**config.mk**
```make
export PLATFORM = sky130hd
export DESIGN_NAME = mvpm_front
export DESIGN_NICKNAME = d
export VERILOG_FILES = /design/src/sv/mvpm_pkg.sv /design/src/sv/mvpm_front.sv
export SDC_FILE = /design/constraint.sdc
export NUM_CORES = 1
export LEC_CHECK = 0
export CORE_MARGIN = 2
export CORE_UTILIZATION = 67
export DETAILED_ROUTE_END_ITERATION = 10
export DONT_BUFFER_PORTS = 1
export PLACE_DENSITY = 0.83
export SYNTH_ARGS = -nofsm -noshare
export SYNTH_HDL_FRONTEND = slang
export SYNTH_SLANG_ARGS = --single-unit
```
**constraint.sdc**
```tcl
create_clock -name clk -period 18 [get_ports clk]
set_input_delay 3.6 -clock clk [delete_from_list [all_inputs] [get_ports clk]]
set_output_delay 3.6 -clock clk [all_outputs]
set_load 0.005 [all_outputs]
```
**src/sv/mvpm_pkg.sv**
```systemverilog
// Shared types and constants of the PCM mixer.
// No dependencies.
package mvpm_pkg;

  localparam int VOICES     = 8;
  localparam int VOICE_W    = $clog2(VOICES);
  localparam int MEM_AW     = 16;
  localparam int MAX_CHUNK  = 64;
  localparam int FRAME_W    = $clog2(MAX_CHUNK);
  localparam int HANDLE_MIN = 100;
  localparam int RECIP_127  = 33027;

  localparam logic [1:0] CMD_LOAD   = 2'd0;
  localparam logic [1:0] CMD_START  = 2'd1;
  localparam logic [1:0] CMD_RENDER = 2'd2;
  localparam logic [1:0] CMD_UNUSED = 2'd3;

  typedef enum logic [1:0] {OP_LOAD, OP_START, OP_RENDER} op_t;

  typedef struct packed {
    logic [1:0]  command;
    logic [15:0] mem_address;
    logic [7:0]  mem_byte;
    logic [15:0] sample_start;
    logic [15:0] sample_length;
    logic [6:0]  gain_in;
    logic [7:0]  pan;
    logic [23:0] pitch_step;
    logic [30:0] now_tick;
  } in_item_t;

  typedef struct packed {
    logic signed [15:0] left_out;
    logic signed [15:0] right_out;
    logic               last_frame;
    logic [15:0]        voice_handle;
    logic [2:0]         voice_slot;
  } out_item_t;

  typedef struct packed {
    op_t      op;
    in_item_t data;
  } q_item_t;

endpackage

```
**src/sv/mvpm_front.sv**
```systemverilog
// Front end: accepts input words, classifies the command, queues work.
// Depends on mvpm_pkg.
module mvpm_front import mvpm_pkg::*; (
  input  logic     clk,
  input  logic     rst,
  input  logic     in_valid,
  output logic     in_ready,
  input  in_item_t in_data,
  output logic     q_valid,
  input  logic     q_ready,
  output q_item_t  q_item
);

  q_item_t    ent [2];
  logic       wr_ptr;
  logic       rd_ptr;
  logic [1:0] count;
  logic       keep;
  logic       push;
  logic       pop;
  op_t        op;

  always_comb begin
    op   = OP_LOAD;
    keep = 1'b1;
    unique case (in_data.command)
      CMD_LOAD:   op = OP_LOAD;
      CMD_START:  op = OP_START;
      CMD_RENDER: op = OP_RENDER;
      default:    keep = 1'b0;
    endcase
  end

  assign in_ready = (count != 2'd2);
  assign push     = in_valid && in_ready && keep;
  assign q_valid  = (count != 2'd0);
  assign pop      = q_valid && q_ready;
  assign q_item   = ent[rd_ptr];

  always_ff @(posedge clk) begin
    if (push) begin
      ent[wr_ptr] <= '{op: op, data: in_data};
    end
  end

  always_ff @(posedge clk) begin
    if (rst) begin
      wr_ptr <= 1'b0;
      rd_ptr <= 1'b0;
      count  <= 2'd0;
    end else begin
      if (push) wr_ptr <= ~wr_ptr;
      if (pop) rd_ptr <= ~rd_ptr;
      count <= count + {1'b0, push} - {1'b0, pop};
    end
  end

endmodule

```
* Word-level counts from Yosys, hierarchy flattened
Memories as Yosys holds them, arrays and structs flattened. A register that Yosys moved wholly into a read port is not among the register bits. Cells that the tools add are included. W data, S select, Z words.
Word-level totals: memories kept 1, bits in latches 0, memory bits (writable) 260, bits in read-only memories 0, input port bits 132, register bits 4, output and inout bits 132, logic and storage cells 23
Memories:
- ent | words 2, bits a word 130, rd ports 1, clocked after Yosys merged registers in 1, wr ports 1, RTL line mvpm_front.sv:14 | q_item_t ent [2];
Operators by class: equality and inequality tests 3, magnitude comparators 0, multipliers 0, add/subtract/negate cells 2, muxes and demuxes 6, shifts and indexed selects 0, reductions and logical operators 6, divide/modulo/power cells 0, bitwise operators 2
Operators by type and width (number):
- $mux W1 | 5
- $pmux W2 S2 | 1
- $logic_and A1 B1 Y1 | 3
- $reduce_or A3 Y1 | 1
- $add A2 B1 Y2 | 1
- $eq A2 B1 Y1 const B | 1
- $eq A2 B2 Y1 const B | 1
- $logic_not A2 Y1 | 1
- $ne A2 B2 Y1 const B | 1
- $not A1 Y1 | 2
- $reduce_bool A2 Y1 | 1
- $sub A2 B1 Y2 | 1

* Longest topological paths before layout
Gate-level depths: netlist (run 1).
depth in word-level cells 6, mapped depth 6, depth with buffers taken out 6

* Least setup slack after synthesis (run 1)
Ideal clock, no wire load.
path type in2reg, start point in in_valid, end point mem ent[0][0] (netlist name), enable pin, library setup time 0.636 ns, path slack 7.626 ns, required time 17.364 ns, buffers on the path 0, stages on the path 3, arrival 9.737 ns, cells stage by stage a21bo_4 a21oi_2 nor2b_1
Between the ends: cells in the longest elaborated chain, start to end 4
Ends and longest elaborated chain:
- start: declaration | RTL line mvpm_front.sv:6 | input logic in_valid,
- $logic_and A1 B1 Y1 (2 in a row) | RTL line mvpm_front.sv:35 | assign push = in_valid && in_ready && keep;
- $mux W1 | RTL line mvpm_front.sv:41 | if (push) begin
- $mux W1 (not written as such) | RTL line mvpm_front.sv:42 | ent[wr_ptr] <= '{op: op, data: in_data};
- end: declaration | RTL line mvpm_front.sv:14
Every way passes these cells.

==> results by group, run 1 <==
Global route
  – Initial antenna violation count: 0
  – Grt total ovfl: 0
  – GRT Overall Usage: 20.42%
  – Largest net degree at the start of global routing: 76
  – Number of global-route vias before repair: 4,159
  – First-pass GRT wire length: 23.05 mm

Timing
  – Hold_ws: 503.2 ps
  – Tightest Pin Transition: 956.4 ps
  – Endpoints failing hold: 0
  – Min Tclk post-route: 6266 ps
  – Worst relative slew slack: 36.24%
  – Fin crit share: 34.81%
  – Final setup fails: 0
  – Final count of pins violating max slew: 0
  – RSZ-0062 raised after global routing: no
  – Layout Skew: 10.47 ps
  – Fmax: 0.1596 GHz
  – Setup TNS: 0 ps

Worst setup path
  – Worst setup EP type: primary output
  – Critical path required time: 14,400 ps
  – R2R Path Start: count[0]
  – Critical path type: reg -> out
  – Crit path DAT: 2670 ps
  – Reg2reg path depth: 4
  – Startpoint Class: register
  – CP max FO: 75

Detailed routing
  – WL final: 16.02 mm
  – Post-Route M1 WL: 5.066 mm
  – Met2 WL: 8.183 mm
  – DRT Pass-1 Iters: 4
  – Drt drc: 0
  – Vias: 3,930
  – DR iter-0 viols: 315
  – Post-DR wirelength/cell: 24.69 um
  – Routed length on met3: 2.409 mm
  – Uppermost routed layer: met4
  – Via density per instance: 6.055
  – Final ANT Viol Nets: 0

Placement
  – Post-DP HPWL: 10.51 mm
  – Port Buf Inserts: 0
  – RD Place Congestion: 0.7663
  – Placed Area: 9827 sq um

Yosys
  – Top area cells in the synthesized netlist: edfxtp_1 (81%), mux2_2 (15%), dfxtp_1 (1.0%), buf_4 (0.78%), nor2b_1 (0.32%)
  – Top cell type by total area after synthesis: edfxtp_1
  – Top-count cell post-synth: edfxtp_1
  – Synth Cell Area: 9653 sq um
  – Sequential element share of the synthesized area: 81.92%
  – EDFF count, synth: 260
  – #FFs+latches synth: 265
  – Dominant synthesized flop cell: edfxtp_1
  – Netlist cell types: 21
  – Syn Area/Cell: 22.19 sq um
  – Asr flop ratio synth: 0%
  – Warnings from Yosys: 0
  – Synth cell count leaders: edfxtp_1 (260), mux2_2 (130), buf_4 (10)
  – Cells after Synth: 435
  – Top-area cell type share of the netlist area: 80.88%
  – Mapped Nets: 568

Flow run
  – Maxcap violations: 0

Cells and area
  – Diodes inserted: 0
  – Final-layout fill cell count: 730
  – Layout cells sized above 1: 37.53%
  – Final Core Density: 75.70%
  – Area grow syn2layout: 9.695%
  – Final nets: 585
  – Final instance area: 10,590 sq um

CTS
  – Cts repair resizes: 0
  – H-tree lvl count: 1
  – Worst-path clk slew: 60 ps
  – TritonCTS Buffers: 25
  – CTS tree: built
  – Clk sinks: 265
  – Root Buffer: clkbuf_16
  – Number of post-CTS setup repair buffers: 0
  – Worst skew pair latency: 500 ps
  – Clock Tree Buf Depth: 3
  – Hold-fix buffers, CTS: 0

Power
  – PwrDens: 134.1 nW/um^2
  – Peak VDD IR: 92.81 uV
  – LEAKAGE: 3.398 nW

Die
  – Die W: 124.0 um
  – Die Span Y: 124.0 um
  – IO Count: 264
  – Die area: 15,380 sq um
  – Initial Util: 69.01%
  – Core area: 13,990 sq um
  – Core Rows: 43

Worst hold path
  – Hold wc startpoint: rd_ptr
  – HP Class: reg -> reg
  – Worst Hold Depth: 2

Outcome
  – Status: finished, final reports clean
==> registers in the layout, indices dropped and copies added, names as in the netlist, named ones only <==
name,flops
wr_ptr,1
rd_ptr,1
ent,260
count,2
==> critical path, cell delays in order, from the launching register on <==
cell	delay [ps]
dfxtp_4	800
buf_4	820
mux2_2	450
==> cell type report <==
| cell class | count | area, sq um | area share (%) |
|---|---|---|---|
| Sequential cell | 265 | 7911 | 74.71 |
| Clock inverter | 14 | 117.6 | 1.111 |
| Inverter | 1 | 3.754 | 0.03545 |
| Multi-Input combinational cell | 155 | 1657 | 15.64 |
| Clock buffer | 30 | 644.4 | 6.085 |
| Timing Repair Buffer | 4 | 30.03 | 0.2836 |
| Tap cell | 180 | 225.2 | 2.127 |
==> power breakdown <==
| part | leakage [nW] | switching [mW] | internal (mW) |
|---|---|---|---|
| combinational | 0.577 | 0.0924 | 0.0801 |
| clock | 0.370 | 0.198 | 0.282 |
| sequential | 2.45 | 0.0251 | 0.742 |
==> path summary, 6_finish.rpt <==
path / to / slack [ps]
worst max-delay path: q_item[78] / 11730
worst min-delay path: register / 500
worst max register to register: ent[1][24] / 15280
worst min register to register: register / 500
==> per-stage QoR <==
stage / setup WS, ps / instances / total power, mW
after floorplan: 7626 / 435 / 0.9267
after global placement: 12010 / 605 / 0.9467
after detailed placement: 11940 / 605 / 0.9541
after CTS: 11680 / 649 / 1.435
after global routing: 11540 / 649 / 1.478
final: 11730 / 649 / 1.420
==> cells by family after synthesis <==
kind of cell	share of synthesized area [%]
compound gates	0.5963
xor+xnor	0.1815
fa+ha+maj	0.1296
buf+inv	1.024
flops	81.92
mux	15.32
simple gates	0.8297
==> cell usage in the layout, fill, tap and decap left out, drive strengths merged, types with 2 or more instances in the layout <==
cell,instances
nor2,5
clkinv,10
inv,2
buf,4
edfxtp,260
nor2b,5
bufinv,2
dfxtp,5
clkbuf,30
mux2,131
nand2,3
==> metal layers <==
metal,global-route usage (%),vias up
met5,0,-
met3,11.36,35
met1,21.45,1932
li1,-,1755
met2,34.92,208
met4,6.601,0
No activity file was read; power rests on OpenSTA's default activity.
==> run 2, diff against run 1 <==
CORE_UTILIZATION = 56   (was 67)
PLACE_DENSITY = 0.74   (was 0.83)
clock period = 5.6 ns   (was 18 ns; I/O delays follow)
==> run 2 against run 1 <==
Net effect: critical path depth stayed put; die area up 19%; core utilization fell by 13 points; largest power group unchanged; count of clock-buffer cells in the layout down 3; critical endpoint is now q_item[59]; routed wire length fell by 0.74%; sequential share of layout area down 0.71 points; largest cell class unchanged; combinational power increased to 3.2 times the previous value; hold slack better by 2.6 ps.
==> results by group, run 2 (synthesis results as in run 1) <==
Timing
  – Fin crit share: 63.10%
  – Layout Skew: 8.469 ps (-2.002 ps)
  – Worst relative slew slack: 30.08% (-6.2 points)
  – Endpoints failing hold: 0 (unchanged)
  – Final count of pins violating max slew: 0 (unchanged)
  – Hold_ws: 505.8 ps (+2.552 ps)
  – Setup TNS: 0 ps (unchanged)
  – Fmax: 0.2830 GHz
  – Setup ws final: 2066 ps (-9667 ps)
  – Tightest Pin Transition: 1049 ps (+92.40 ps)
  – Min Tclk post-route: 3534 ps
  – RSZ-0062 raised after global routing: no
  – Final setup fails: 0 (unchanged)

Die
  – Core Rows: 48 (+12%)
  – IO Count: 264 (unchanged)
  – Die W: 135.3 um (+9.1%)
  – Die area: 18,300 sq um (+19%)
  – Die Span Y: 135.3 um (+9.1%)
  – Initial Util: 56.59% (-12 points)
  – Core area: 17,060 sq um (+22%)

Worst setup path
  – Crit path DAT: 2410 ps (-260 ps)
  – Critical path required time: 4480 ps (-9920 ps)
  – Worst setup EP type: primary output
  – Critical path type: reg -> out
  – CP max FO: 55 (-27%)
  – Startpoint Class: register
  – Reg2reg path depth: 4 (unchanged)

Cells and area
  – Final nets: 585 (unchanged)
  – Largest regs: ent (260), count (2)
  – Most frequent cells in the layout: edfxtp_1 (260), mux2_2 (130), clkbuf_16 (25), nor2_1 (5)
  – Largest register FFs: 260 (unchanged)
  – Final-layout fill cell count: 1,177 (+61%)
  – Most flop-heavy register: ent
  – Layout cells sized above 1: 38.76% (+1.2 points)
  – Most common cell after layout, fill and taps aside: edfxtp_1
  – Diodes inserted: 0 (unchanged)
  – Area grow syn2layout: 10.75%
  – Final Core Density: 62.68% (-13 points)

CTS
  – Number of post-CTS setup repair buffers: 0 (unchanged)
  – Root Buffer: clkbuf_16
  – Worst skew pair latency: 510 ps (about the same)
  – Cts repair resizes: 0 (unchanged)
  – Clock Tree Buf Depth: 3 (unchanged)
  – Clk sinks: 265 (unchanged)
  – H-tree lvl count: 1 (unchanged)
  – Hold-fix buffers, CTS: 0 (unchanged)
  – TritonCTS Buffers: 25 (unchanged)
  – Worst-path clk slew: 60 ps (about the same)
  – CTS tree: built

Detailed routing
  – Via density per instance: 5.621 (-7.2%)
  – Drt drc: 0 (unchanged)
  – WL final: 15.90 mm (-0.74%)
  – Post-DR wirelength/cell: 22.98 um (-6.9%)
  – Vias: 3,890 (-1.0%)
  – DR iter-0 viols: 218 (-31%)
  – Final ANT Viol Nets: 0 (unchanged)
  – DRT Pass-1 Iters: 4 (unchanged)

Global route
  – GRT Overall Usage: 16.12% (-4.3 points)
  – First-pass GRT wire length: 22.41 mm (-2.8%)
  – Grt total ovfl: 0 (unchanged)
  – Initial antenna violation count: 0 (unchanged)
  – Largest net degree at the start of global routing: 131 (+72%)
  – Number of global-route vias before repair: 4,041 (-2.8%)

Outcome
  – Status: finished, final reports clean

Worst hold path
  – HP Class: reg -> reg
  – Worst Hold Depth: 2 (unchanged)

Placement
  – Post-DP HPWL: 10.05 mm (-4.4%)
  – Port Buf Inserts: 0 (unchanged)
  – DP Worst Slack: 2369 ps (-9570 ps)
  – RD Place Congestion: 0.7205 (-6.0%)

Flow run
  – Maxcap violations: 0 (unchanged)

Power
  – Peak VDD IR: 311.4 uV (+240%)
  – PwrDens: 430.3 nW/um^2 (+220%)
  – LEAKAGE: 3.411 nW (+0.39%)
-- run 2: report_power, final --
group / internal (mW) / switching (mW) / leakage, nW / total (mW)
Sequential: 2.38 / 0.0802 / 2.45 / 2.46
Combinational: 0.262 / 0.294 / 0.584 / 0.555
Clock: 0.920 / 0.661 / 0.376 / 1.58
-- run 2: through the flow --
step | area, sq um | power [mW] | instances
after floorplan | 9656 | 2.966 | 435
after global placement | 9908 | 3.051 | 650
after detailed placement | 9908 | 3.070 | 650
after CTS | 10690 | 4.660 | 692
after global routing | 10690 | 4.773 | 692
final | 10690 | 4.600 | 692
-- run 2: critical path, cell delays in order, from the launching register on --
cell and delay (ps):
dfxtp_4 830, buf_4 590, mux2_2 440
-- run 2: metal layers --
layer / share of wire (%) / GRT usage [%] / up-vias / routed length (um)
met5: 0 / 0 / - / 0
met4: 2.3 / 5.382 / 0 / 365
met3: 15 / 9.053 / 28 / 2320
met2: 49 / 27.07 / 206 / 7733
met1: 34 / 17.28 / 1905 / 5483
li1: - / - / 1751 / -
-- run 2: path summary, 6_finish.rpt --
kind | slack [ps] | start | end
setup reg to reg | 3260 | count[0] | ent[1][35]
hold / removal | 510 | rd_ptr | register
hold reg to reg | 510 | rd_ptr | register
setup / recovery | 2070 | register | q_item[59]
-- run 2: final cells by class --
| type | instances | area (sq um) | share of cell area, % |
|---|---|---|---|
| sequential | 265 | 7911 | 74.00 |
| multi-input combinational | 155 | 1657 | 15.50 |
| clock buffer | 27 | 643.1 | 6.016 |
| tap | 225 | 281.5 | 2.633 |
| clock inverter | 15 | 138.9 | 1.299 |
| timing repair buffer | 4 | 55.05 | 0.5150 |
| inverter | 1 | 3.754 | 0.03511 |
